## config.mk

```make
export PLATFORM = sky130hd
export DESIGN_NAME = bcd_calendar_to_epoch_seconds_top_flat
export DESIGN_NICKNAME = d
export VERILOG_FILES = /design/src/bcdcal_pkg.sv /design/src/bcdcal_if.sv /design/src/bcd_calendar_to_epoch_seconds_top.sv /design/src/bcdcal_decode.sv /design/src/flat_wrapper.sv
export SDC_FILE = /design/constraint.sdc
export NUM_CORES = 1
export LEC_CHECK = 0
export BUFFER_PORTS_ARGS = -buffer_cell sky130_fd_sc_hd__buf_4
export CORE_ASPECT_RATIO = 1.1
export CORE_MARGIN = 2
export CORE_UTILIZATION = 40
export DETAILED_ROUTE_END_ITERATION = 16
export SLEW_MARGIN = 20
export SYNTH_ARGS = -nofsm -noshare
export SYNTH_HDL_FRONTEND = slang
export SYNTH_SLANG_ARGS = --single-unit
```

## constraint.sdc

```tcl
create_clock -name clk_i -period 6.4 [get_ports clk_i]
set_clock_uncertainty 0.1 [all_clocks]
set_input_delay 0.32 -clock clk_i [delete_from_list [all_inputs] [get_ports clk_i]]
set_output_delay 0.32 -clock clk_i [all_outputs]
set_load 0.005 [all_outputs]
```

## src/bcdcal_pkg.sv

```systemverilog
// ----------------------------------------------------------------------------
// bcdcal_pkg: shared types and constants for the BCD calendar converter
// Item layouts, status codes, register indexes, reset values and the
// calendar helper functions used by the converter and its interfaces.
// ----------------------------------------------------------------------------
package bcdcal_pkg;

  // Register index port width and register codes
  localparam int unsigned CfgIdxW = 1;

  typedef enum logic [CfgIdxW-1:0] {
    RegEpochBase = 1'b0,
    RegEpochYear = 1'b1
  } reg_idx_e;

  // Result status codes
  typedef enum logic [1:0] {
    StatOk    = 2'd0,
    StatHeld  = 2'd1,
    StatRange = 2'd2
  } status_e;

  // Register reset values
  localparam logic [31:0] EpochBaseReset = 32'd1420070400;
  localparam logic [6:0]  EpochYearReset = 7'd15;

  // Time constants
  localparam logic [16:0] SecPerDay   = 17'd86400;
  localparam logic [8:0]  DaysPerYear = 9'd365;
  localparam logic [5:0]  SecPerMin   = 6'd60;

  // Days before months 2..12 in a common year
  localparam logic [8:0] DaysBefore [11] = '{
    9'd31, 9'd59, 9'd90, 9'd120, 9'd151, 9'd181,
    9'd212, 9'd243, 9'd273, 9'd304, 9'd334
  };

  // One input item: six raw BCD register bytes
  typedef struct packed {
    logic [7:0] seconds_reg;
    logic [7:0] minutes_reg;
    logic [7:0] hours_reg;
    logic [7:0] day_reg;
    logic [7:0] month_reg;
    logic [7:0] year_reg;
  } in_item_t;

  // One result item
  typedef struct packed {
    logic [31:0] timestamp;
    logic [1:0]  status;
  } out_item_t;

  // Decoded calendar time
  typedef struct packed {
    logic [6:0] sec;
    logic [6:0] min;
    logic [5:0] hr;
    logic [5:0] day;
    logic [4:0] mon;
    logic [7:0] yr;
  } cal_time_t;

  // Leap test on a decoded year below 200: year 0 counts, year 100 does not
  function automatic logic is_leap(logic [7:0] y);
    return (y[1:0] == 2'b00) && (y != 8'd100);
  endfunction

  // Days before the given month (month known to be 1..12)
  function automatic logic [8:0] days_before_month(logic [4:0] mon);
    logic [4:0] idx;
    idx = mon - 5'd2;
    if (mon <= 5'd1) begin
      return 9'd0;
    end
    return DaysBefore[idx[3:0]];
  endfunction

endpackage

```

## src/bcdcal_if.sv

```systemverilog
// ----------------------------------------------------------------------------
// bcdcal_if: handshake channels of the BCD calendar converter
// Input item channel, result channel and register write channel, each
// with valid, ready and payload.
// ----------------------------------------------------------------------------
interface bcdcal_in_if;
  import bcdcal_pkg::*;
  logic     valid;
  logic     ready;
  in_item_t item;
  modport source (output valid, output item, input ready);
  modport sink (input valid, input item, output ready);
endinterface

interface bcdcal_out_if;
  import bcdcal_pkg::*;
  logic      valid;
  logic      ready;
  out_item_t item;
  modport source (output valid, output item, input ready);
  modport sink (input valid, input item, output ready);
endinterface

interface bcdcal_cfg_if;
  import bcdcal_pkg::*;
  logic               valid;
  logic               ready;
  logic [CfgIdxW-1:0] index;
  logic [31:0]        data;
  modport source (output valid, output index, output data, input ready);
  modport sink (input valid, input index, input data, output ready);
endinterface

```

## src/bcd_calendar_to_epoch_seconds_top.sv

```systemverilog
// ----------------------------------------------------------------------------
// bcd_calendar_to_epoch_seconds_top: BCD calendar to epoch seconds
// Converts six BCD calendar register bytes into seconds since a
// configurable epoch using one shared adder under a small sequencer.
// ----------------------------------------------------------------------------
// Usage:
//   in_i   : one item of six BCD bytes (seconds .. two-digit year).
//   out_o  : one result per item, 32-bit timestamp and 2-bit status
//            (ok, day byte zero so held time used, out of range).
//   cfg_i  : register writes, index 0 epoch base seconds, index 1 epoch
//            year; always ready, write only while the converter is idle.
// Sequence: an accepted item walks the year span one year per cycle, from
//   the epoch year up to the held year, then adds the month and day, turns
//   days into seconds and adds the time of day; an out-of-range item goes
//   from the range check straight to the finish step, with no year walk.
// Throughput: one item at a time; in_i.ready is high only while idle.
// Reset: held time returns to 00:00:00 1 January of year 15, the epoch
//   registers to their defaults, and no result is pending.
// Stall: a finished result waits in the output register; the sequencer
//   holds in its last step until that register is free.
// ----------------------------------------------------------------------------
module bcd_calendar_to_epoch_seconds_top (
  input  logic         clk_i,
  input  logic         rst_ni,
  bcdcal_in_if.sink    in_i,
  bcdcal_out_if.source out_o,
  bcdcal_cfg_if.sink   cfg_i
);
  import bcdcal_pkg::*;

  typedef enum logic [2:0] {
    StIdle,
    StCheck,
    StYears,
    StMonth,
    StMul,
    StTod,
    StFinish
  } state_e;

  state_e      state_q;
  logic [31:0] epoch_base_q;
  logic [6:0]  epoch_year_q;
  cal_time_t   held_q;
  cal_time_t   dec_time;
  status_e     status_q;
  logic [7:0]  year_q;
  logic [31:0] days_q;
  logic [31:0] acc_q;
  logic [11:0] tod_q;
  logic        out_valid_q;
  out_item_t   out_item_q;

  logic        range_err;
  logic [31:0] add_b;
  logic [31:0] add_sum;
  logic [31:0] prod_full;
  logic [17:0] tod_secs;

  // Decode the incoming register bytes
  bcdcal_decode u_decode (
    .item_i (in_i.item),
    .time_o (dec_time)
  );

  // Register writes
  assign cfg_i.ready = 1'b1;

  always_ff @(posedge clk_i or negedge rst_ni) begin
    if (!rst_ni) begin
      epoch_base_q <= EpochBaseReset;
      epoch_year_q <= EpochYearReset;
    end else if (cfg_i.valid) begin
      unique case (reg_idx_e'(cfg_i.index))
        RegEpochBase: epoch_base_q <= cfg_i.data;
        RegEpochYear: epoch_year_q <= cfg_i.data[6:0];
        default: ;
      endcase
    end
  end

  // Range check on the held time
  assign range_err = (held_q.mon < 5'd1) || (held_q.mon > 5'd12) ||
                     (held_q.yr < {1'b0, epoch_year_q});

  // Select the addend for the shared day/second adder
  always_comb begin
    case (state_q)
      StYears: add_b = 32'(DaysPerYear) + 32'(is_leap(year_q));
      StMonth: add_b = 32'(days_before_month(held_q.mon)) +
                       32'((held_q.mon > 5'd2) && is_leap(held_q.yr)) +
                       32'(held_q.day) - 32'd1;
      StTod:   add_b = 32'(tod_secs);
      default: add_b = epoch_base_q;
    endcase
  end

  assign add_sum   = ((state_q == StTod) || (state_q == StFinish) ? acc_q : days_q) + add_b;
  assign prod_full = days_q * 32'(SecPerDay);
  assign tod_secs  = 18'(tod_q) * 18'(SecPerMin) + 18'(held_q.sec);

  // Sequencer, held time and result register
  always_ff @(posedge clk_i or negedge rst_ni) begin
    if (!rst_ni) begin
      state_q     <= StIdle;
      out_valid_q <= 1'b0;
      out_item_q  <= '0;
      held_q      <= '{sec: 7'd0, min: 7'd0, hr: 6'd0, day: 6'd1, mon: 5'd1, yr: 8'd15};
      status_q    <= StatOk;
      year_q      <= '0;
      days_q      <= '0;
      acc_q       <= '0;
      tod_q       <= '0;
    end else begin
      // Drop the result once taken, unless a new one replaces it
      if (out_valid_q && out_o.ready && (state_q != StFinish)) begin
        out_valid_q <= 1'b0;
      end
      unique case (state_q)
        StIdle: begin
          if (in_i.valid) begin
            if (in_i.item.day_reg != 8'd0) begin
              held_q   <= dec_time;
              status_q <= StatOk;
            end else begin
              status_q <= StatHeld;
            end
            state_q <= StCheck;
          end
        end
        StCheck: begin
          if (range_err) begin
            status_q <= StatRange;
            state_q  <= StFinish;
          end else begin
            days_q  <= '0;
            year_q  <= {1'b0, epoch_year_q};
            state_q <= StYears;
          end
        end
        StYears: begin
          // Advance one year per cycle until the held year
          if (year_q < held_q.yr) begin
            days_q <= add_sum;
            year_q <= year_q + 8'd1;
          end else begin
            state_q <= StMonth;
          end
        end
        StMonth: begin
          days_q  <= add_sum;
          state_q <= StMul;
        end
        StMul: begin
          acc_q   <= prod_full;
          tod_q   <= 12'(held_q.hr) * 12'(SecPerMin) + 12'(held_q.min);
          state_q <= StTod;
        end
        StTod: begin
          acc_q   <= add_sum;
          state_q <= StFinish;
        end
        StFinish: begin
          // Hold until the output register is free
          if (!out_valid_q || out_o.ready) begin
            out_item_q.timestamp <= (status_q == StatRange) ? 32'd0 : add_sum;
            out_item_q.status    <= status_q;
            out_valid_q          <= 1'b1;
            state_q              <= StIdle;
          end
        end
        default: state_q <= StIdle;
      endcase
    end
  end

  assign in_i.ready  = (state_q == StIdle);
  assign out_o.valid = out_valid_q;
  assign out_o.item  = out_item_q;

  // Checks
  a_busy_after_accept: assert property (@(posedge clk_i) disable iff (!rst_ni)
    (in_i.valid && in_i.ready) |=> !in_i.ready)
    else $error("input still ready after accepting an item");

  a_year_walk_bound: assert property (@(posedge clk_i) disable iff (!rst_ni)
    (state_q == StYears) |-> (year_q <= held_q.yr))
    else $error("year walk passed the held year");

  a_range_zero: assert property (@(posedge clk_i) disable iff (!rst_ni)
    (out_o.valid && (out_o.item.status == StatRange)) |-> (out_o.item.timestamp == 32'd0))
    else $error("out-of-range result carries a nonzero timestamp");

  a_status_code: assert property (@(posedge clk_i) disable iff (!rst_ni)
    out_o.valid |-> (out_o.item.status != 2'd3))
    else $error("result status uses an undefined code");

endmodule

```

## src/bcdcal_decode.sv

```systemverilog
// ----------------------------------------------------------------------------
// bcdcal_decode: BCD register byte decoder
// Masks the tens digit of each register byte and folds it with the units
// nibble into a binary calendar time. Units above 9 pass through as is.
// ----------------------------------------------------------------------------
module bcdcal_decode (
  input  bcdcal_pkg::in_item_t  item_i,
  output bcdcal_pkg::cal_time_t time_o
);
  import bcdcal_pkg::*;

  // Tens times ten plus units, per field tens mask
  always_comb begin
    time_o.sec = 7'(item_i.seconds_reg[6:4]) * 7'd10 + 7'(item_i.seconds_reg[3:0]);
    time_o.min = 7'(item_i.minutes_reg[6:4]) * 7'd10 + 7'(item_i.minutes_reg[3:0]);
    time_o.hr  = 6'(item_i.hours_reg[5:4]) * 6'd10 + 6'(item_i.hours_reg[3:0]);
    time_o.day = 6'(item_i.day_reg[5:4]) * 6'd10 + 6'(item_i.day_reg[3:0]);
    time_o.mon = (item_i.month_reg[4] ? 5'd10 : 5'd0) + 5'(item_i.month_reg[3:0]);
    time_o.yr  = 8'(item_i.year_reg[7:4]) * 8'd10 + 8'(item_i.year_reg[3:0]);
  end

endmodule
```

## src/flat_wrapper.sv

```systemverilog
// flat-port wrapper written by rule: the top's interface ports become plain ports
module bcd_calendar_to_epoch_seconds_top_flat import bcdcal_pkg::*;
  (clk_i, rst_ni, in_i_valid, in_i_item, in_i_ready, out_o_valid, out_o_item, out_o_ready, cfg_i_valid, cfg_i_index, cfg_i_data, cfg_i_ready);
  bcdcal_in_if in_i_i ();
  bcdcal_out_if out_o_i ();
  bcdcal_cfg_if cfg_i_i ();
  input  logic clk_i;
  input  logic rst_ni;
  input wire logic [$bits(in_i_i.valid)-1:0] in_i_valid;
  input wire logic [$bits(in_i_i.item)-1:0] in_i_item;
  output wire logic [$bits(in_i_i.ready)-1:0] in_i_ready;
  output wire logic [$bits(out_o_i.valid)-1:0] out_o_valid;
  output wire logic [$bits(out_o_i.item)-1:0] out_o_item;
  input wire logic [$bits(out_o_i.ready)-1:0] out_o_ready;
  input wire logic [$bits(cfg_i_i.valid)-1:0] cfg_i_valid;
  input wire logic [$bits(cfg_i_i.index)-1:0] cfg_i_index;
  input wire logic [$bits(cfg_i_i.data)-1:0] cfg_i_data;
  output wire logic [$bits(cfg_i_i.ready)-1:0] cfg_i_ready;
  assign in_i_i.valid = in_i_valid;
  assign in_i_i.item = in_i_item;
  assign in_i_ready = in_i_i.ready;
  assign out_o_valid = out_o_i.valid;
  assign out_o_item = out_o_i.item;
  assign out_o_i.ready = out_o_ready;
  assign cfg_i_i.valid = cfg_i_valid;
  assign cfg_i_i.index = cfg_i_index;
  assign cfg_i_i.data = cfg_i_data;
  assign cfg_i_ready = cfg_i_i.ready;
  bcd_calendar_to_epoch_seconds_top u_core (.clk_i(clk_i), .rst_ni(rst_ni), .in_i(in_i_i), .out_o(out_o_i), .cfg_i(cfg_i_i));
endmodule
```

==> results of run 1 <==
==> state kept, by name, summed over array words and instances (netlist names) <==
name                 flops
u_core.epoch_base_q     32
u_core.state_q           3
u_core.status_q          2
u_core.days_q           32
u_core.tod_q            12
u_core.epoch_year_q      7
u_core.acc_q            32
u_core.out_o.valid       1
u_core.held_q           39
u_core.year_q            8
u_core.out_o.item       34
==> worst reg2reg max path: cells and delay by family (launching register included) <==
family / cells / cell delay [ns]
fa+ha+maj: 7 / 1.51
xor+xnor: 1 / 0.12
buf+inv: 4 / 0.48
flops: 1 / 0.57
simple gates: 2 / 0.15
compound gates: 19 / 3.48
==> stage by stage <==
step,instance area (um^2),hold WS [ns]
after global routing,21700,0.0261
after CTS,21400,0.000171
after detailed placement,20000,0.367
after global placement,20000,0.357
after floorplan,17900,-0.0756
final,21700,0.0187
==> cell usage after synthesis, types with 23 or more instances <==
master / instances / share of area
inv_1: 287 / 0.060
ha_1: 208 / 0.15
dfrtp_1: 182 / 0.25
nand2_1: 175 / 0.037
o21ai_0: 147 / 0.041
a21oi_1: 110 / 0.031
nor2_1: 92 / 0.019
fa_1: 88 / 0.098
mux2_2: 83 / 0.052
xnor2_1: 66 / 0.032
clkbuf_1: 49 / 0.010
a22o_1: 43 / 0.021
a21o_1: 42 / 0.018
xor2_1: 39 / 0.019
nand3_1: 31 / 0.0087
o21a_1: 23 / 0.0096
==> final timing paths <==
path | start | to | slack (ns) | depth (start not counted)
worst min register to register | u_core.tod_q[7]$_DFFE_PN0P_ | u_core.tod_q[7]$_DFFE_PN0P_ | 0.38 | 2
worst max-delay path | u_core.held_q[8]$_DFFE_PN1P_ | u_core.out_o.item[29]$_DFFE_PN0P_ | -0.1 | 33
min in group asynchronous | rst_ni | u_core.held_q[11]$_DFFE_PN0P_ | 0.32 | 2
max in group asynchronous | rst_ni | u_core.epoch_year_q[2]$_DFFE_PN1P_ | 4.81 | 3
worst min-delay path | in_i_item[28] | u_core.held_q[20]$_DFFE_PN0P_ | 0.02 | 3
worst max register to register | u_core.held_q[8]$_DFFE_PN1P_ | u_core.out_o.item[29]$_DFFE_PN0P_ | -0.1 | 33
==> timing repair <==
action / in CTS / in global routing
gates resized for setup: 31 / 58
hold buffers: 41 / 0
endpoints found under the setup margin: 22 / 51
endpoints found under the hold margin: 131 / 0
pin swaps: 36 / 55
buffers inserted: 10 / 7
==> logic make-up after synthesis <==
| group | count (synthesis) | synth area share |
|---|---|---|
| buf+inv | 348 | 0.0735 |
| flops | 202 | 0.284 |
| xor+xnor | 105 | 0.0514 |
| simple gates | 398 | 0.0999 |
| mux | 97 | 0.0600 |
| other cells | 1 | 0.000209 |
| fa+ha+maj | 296 | 0.244 |
| compound gates | 510 | 0.188 |
==> area by class of cell <==
| cell class | count | area, um^2 | share of cell area |
|---|---|---|---|
| repair buffers | 254 | 2050 | 0.0945 |
| clock buffers | 36 | 717 | 0.0330 |
| multi-input cells | 1411 | 12000 | 0.551 |
| well taps | 581 | 727 | 0.0335 |
| flip-flops and latches | 202 | 5080 | 0.234 |
| clock inverters | 10 | 88.8 | 0.00409 |
| inverters | 287 | 1080 | 0.0497 |
==> metal layers <==
layer / up-vias / global-route usage
met5: - / 0
met4: 0 / 0.0664
met3: 76 / 0.0222
met2: 268 / 0.355
met1: 7122 / 0.272
li1: 7176 / -
==> run summary, run 1 <==
Worst-path clk slew - 0.06 ns
Via count - 14600
Worst-Margin Slew - 1.07 ns
Final setup vio count - 5
Crit path required time - 6.74 ns
Max-Cap Viols - 0
P&R area growth vs syn - 21.3%
Seq cells post-synth - 202
Final Core Density - 0.490
Failing checks - setup timing
# diodes - 0
Antenna violations before repair - 0
First DRT Iteration DRCs - 518
Ys async rst share - 1.00
CTS tree - built
Die area - 46500 um^2
CP delay by family, top - compound AO/OA/AOI/OAI gates
Yosys Warn Count - 0
Number of global-route vias before repair - 14900
Fillers - 4132
Kind of start point of the critical path - flip-flop
Distinct cells, synth - 75
Setup TNS - -0.231 ns
F_max - 0.154 GHz
Boundary pin count - 123
Crit Path Class - reg -> reg
Congestion Overflow GR - 0
Drt wl/cell - 17.0 um
Vias per inst - 5.27
TritonCTS Sinks - 202
Outcome - finished, violations left
Crit share post-route - 1.02
Drc violations - 0
ANT nets after route - 0
RSZ-0062 raised after global routing - yes
Final hold violation count - 0
Placed cell count - 2678
Finished Layout Cells - 2781
First-pass GRT wire length - 76300 um
Final Worst Setup Slack - -0.0994 ns
Highest-count cells in the layout ignoring fill and taps - inv_1 (283), buf_4 (205), ha_1 (201)
Hold crit path type - in -> reg
Post-Synthesis Cell Area - 17900 um^2
Routed wl met3 - 1680 um
Tot GR Track Use - 0.207
Max-slew headroom - 0.288
Pins over their slew limit - 0
I/O Buffers - 114
Core area - 44300 um^2
DIE HEIGHT - 226 um
# rows - 81
Mean area per synthesized cell - 9.15 um^2
Met1 wire length - 21200 um
DR top layer - met4
Largest net degree at the start of global routing - 104
Clock root cell - clkbuf_16
Worst path slowest cell - dfstp_2
Die width - 206 um
Clk Latency, worst-skew pair - 0.55 ns
Initial cell density of the core - 0.404
Syn Inst Count - 1957
Total CTS buffers - 25
Hpwl dp - 36200 um
Top_reg_cell synth - dfrtp_1
Clk buf depth - 3
Met2 wire len - 22900 um
TritonRoute pass-1 iters - 5
Seq/Total Area, Yosys - 0.284
Post-synth EDFFs - 0
WL final - 47200 um
Commonest non-fill, non-tap cell in the layout - inv_1
Nets - 2563
CP Buf/Inv Count - 4
Routability cong. - 0.897
Slowest cell delay on critical path - 0.57 ns
Critical path data arrival time - 6.84 ns
Critical path endpoint category - flip-flop
Htree depth - 1
Tmin final - 6.50 ns
Share of cells above drive strength 1 - 0.205
Place WS - -0.251 ns
CP max FO - 3
Power of run 1 is left out: the tool's default activity adds up to more than one toggle a clock period on the data nets, which glitch-free logic cannot reach.
==> run 2: changes to the inputs <==
- clock period: 6.4 -> 7.7 ns (I/O delays scaled with it)
==> run 2 against run 1 <==
The flow now finishes without violations. Die area stayed put. Global-route usage down 0.70 points. Highest routed layer unchanged. Critical path depth unchanged. Largest cell class unchanged. Count of clock-buffer cells in the layout down 3. Final area fell by 5.6%. Via count is 3.4% lower. Worst setup slack gained 0.61 ns. Sequential cell count unchanged. Sequential share of layout area is 1.4 points higher. Hold slack got worse by 0.0064 ns.
==> run summary, run 2 (synthesis results as in run 1) <==
Outcome - finished, final reports clean
ANT nets after route - 0
Boundary pin count - 123
Clock root cell - clkbuf_16
DIE HEIGHT - 226 um
RSZ-0062 raised after global routing - no
Hold crit path type - in -> reg
# diodes - 0
Die width - 206 um
P&R area growth vs syn - 14.4%
Highest-count cells in the layout ignoring fill and taps - inv_1 (286), ha_1 (207), dfrtp_1 (182)
Drt wl/cell - 16.9 um
TritonRoute pass-1 iters - 5
F_max - 0.139 GHz
Kind of start point of the critical path - flip-flop
Worst-Margin Slew - 1.08 ns
Number of global-route vias before repair - 14300
Largest net degree at the start of global routing - 108
Biggest register - u_core.held_q
Routability cong. - 0.905
Clk buf depth - 3
Max reg flops - 39
Crit share post-route - 0.933
CP max FO - 9
Commonest non-fill, non-tap cell in the layout - inv_1
Terminus of the critical flop-to-flop path - u_core.days_q[30]$_DFFE_PN0P_
Fillers - 4257
Nets - 2469
Initial cell density of the core - 0.404
Critical path data arrival time - 7.50 ns
Worst path slowest cell - dfrtp_1
Final hold violation count - 0
Setup TNS - 0 ns
Hpwl dp - 35700 um
Area occupied by registers - 5080 um^2
HP Start - cfg_i_data[23]
Vias per inst - 5.27
CTS tree - built
First-pass GRT wire length - 73900 um
Share of cells above drive strength 1 - 0.147
Clk Latency, worst-skew pair - 0.52 ns
Total CTS buffers - 23
Crit Path Class - reg -> reg
Area of the multi-input gates - 11600 um^2
Critical path endpoint category - flip-flop
CP delay by family, top - compound AO/OA/AOI/OAI gates
Crit path required time - 8.01 ns
Tot GR Track Use - 0.200
WL final - 45500 um
Congestion Overflow GR - 0
Tmin final - 7.19 ns
Worst path most repeated cell - ha_1
Hold endpoint - u_core.epoch_base_q[23]$_DFFE_PN1P_
R2R setup slack - 0.51 ns
Max-Cap Viols - 0
Max-slew headroom - 0.277
# rows - 81
Core area - 44300 um^2
TritonCTS Sinks - 202
Final setup vio count - 0
FF-to-FF Start - u_core.held_q[9]$_DFFE_PN0P_
Worst R2R Path Depth - 33
CP Buf/Inv Count - 3
First DRT Iteration DRCs - 556
Slowest cell delay on critical path - 0.47 ns
Drc violations - 0
Pins over their slew limit - 0
Finished Layout Cells - 2683
Htree depth - 1
Worst-path clk slew - 0.06 ns
Die area - 46500 um^2
I/O Buffers - 114
Placed cell count - 2615
Antenna violations before repair - 0
Via count - 14100
Worst hold path depth - 2
==> run 2: cell types whose count changed in the layout (fill, tap and decap cells not counted), sizes merged <==
cell,previous run,this run
buf,212,134
bufinv,1,3
clkbuf,37,34
inv,288,287
dlygate4sd3,41,27
clkinv,7,3
==> run 2: final cells by class <==
class,count,share of cell area
multi-input cells,1411,0.564
flip-flops and latches,202,0.248
repair buffers,162,0.0630
inverters,287,0.0526
well taps,581,0.0355
clock buffers,33,0.0314
clock inverters,7,0.00550
==> run 2: worst register-to-register path: cells and delay by family, from the launching register on <==
kind | cells | cell delay, ns
compound gates | 17 | 3.16
fa+ha+maj | 7 | 1.83
simple gates | 5 | 0.96
flops | 1 | 0.47
buf+inv | 3 | 0.43
xor+xnor | 1 | 0.13
==> run 2: how the worst max path moves through the flow <==
stage	slack [ns]	depth (start not counted)	to	start
2_1_floorplan	0.88	32	u_core.days_q[30]$_DFFE_PN0P_	u_core.held_q[9]$_DFFE_PN0P_
3_3_place_gp	0.57	33	u_core.days_q[30]$_DFFE_PN0P_	u_core.held_q[9]$_DFFE_PN0P_
3_5_place_dp	0.46	31	u_core.out_o.item[31]$_DFFE_PN0P_	u_core.held_q[9]$_DFFE_PN0P_
4_1_cts	0.42	30	u_core.out_o.item[31]$_DFFE_PN0P_	u_core.held_q[9]$_DFFE_PN0P_
5_1_grt	0.01	33	u_core.days_q[30]$_DFFE_PN0P_	u_core.held_q[9]$_DFFE_PN0P_
6_report	0.51	33	u_core.days_q[30]$_DFFE_PN0P_	u_core.held_q[9]$_DFFE_PN0P_
==> run 2: repair_timing <==
action                                  in CTS  in global routing
endpoints found under the hold margin      116                  0
buffers inserted                             0                  1
endpoints found under the setup margin       0                 18
hold buffers                                27                  0
resized for setup                            0                  4
==> run 2: layer usage <==
metal  GRT usage  share of wire  vias to the layer above
met3      0.0166          0.036                       55
met4      0.0524          0.023                        0
li1            -              -                     6976
met1       0.260           0.45                     6811
met2       0.355           0.49                      299
met5           0              0                        -
==> run 2: through the flow <==
step | cell area, um^2 | utilization | hold WS [ns] | setup slack, ns
2_1_floorplan | 17900 | - | -0.0106 | 0.884
3_3_place_gp | 19400 | 0.439 | 0.354 | 0.574
3_5_place_dp | 19400 | 0.439 | 0.348 | 0.463
4_1_cts | 20500 | 0.462 | 0.000535 | 0.417
5_1_grt | 20500 | 0.463 | 0.00602 | 0.0127
6_report | 20500 | 0.463 | 0.0123 | 0.512
Power of run 2 is left out for the same reason.
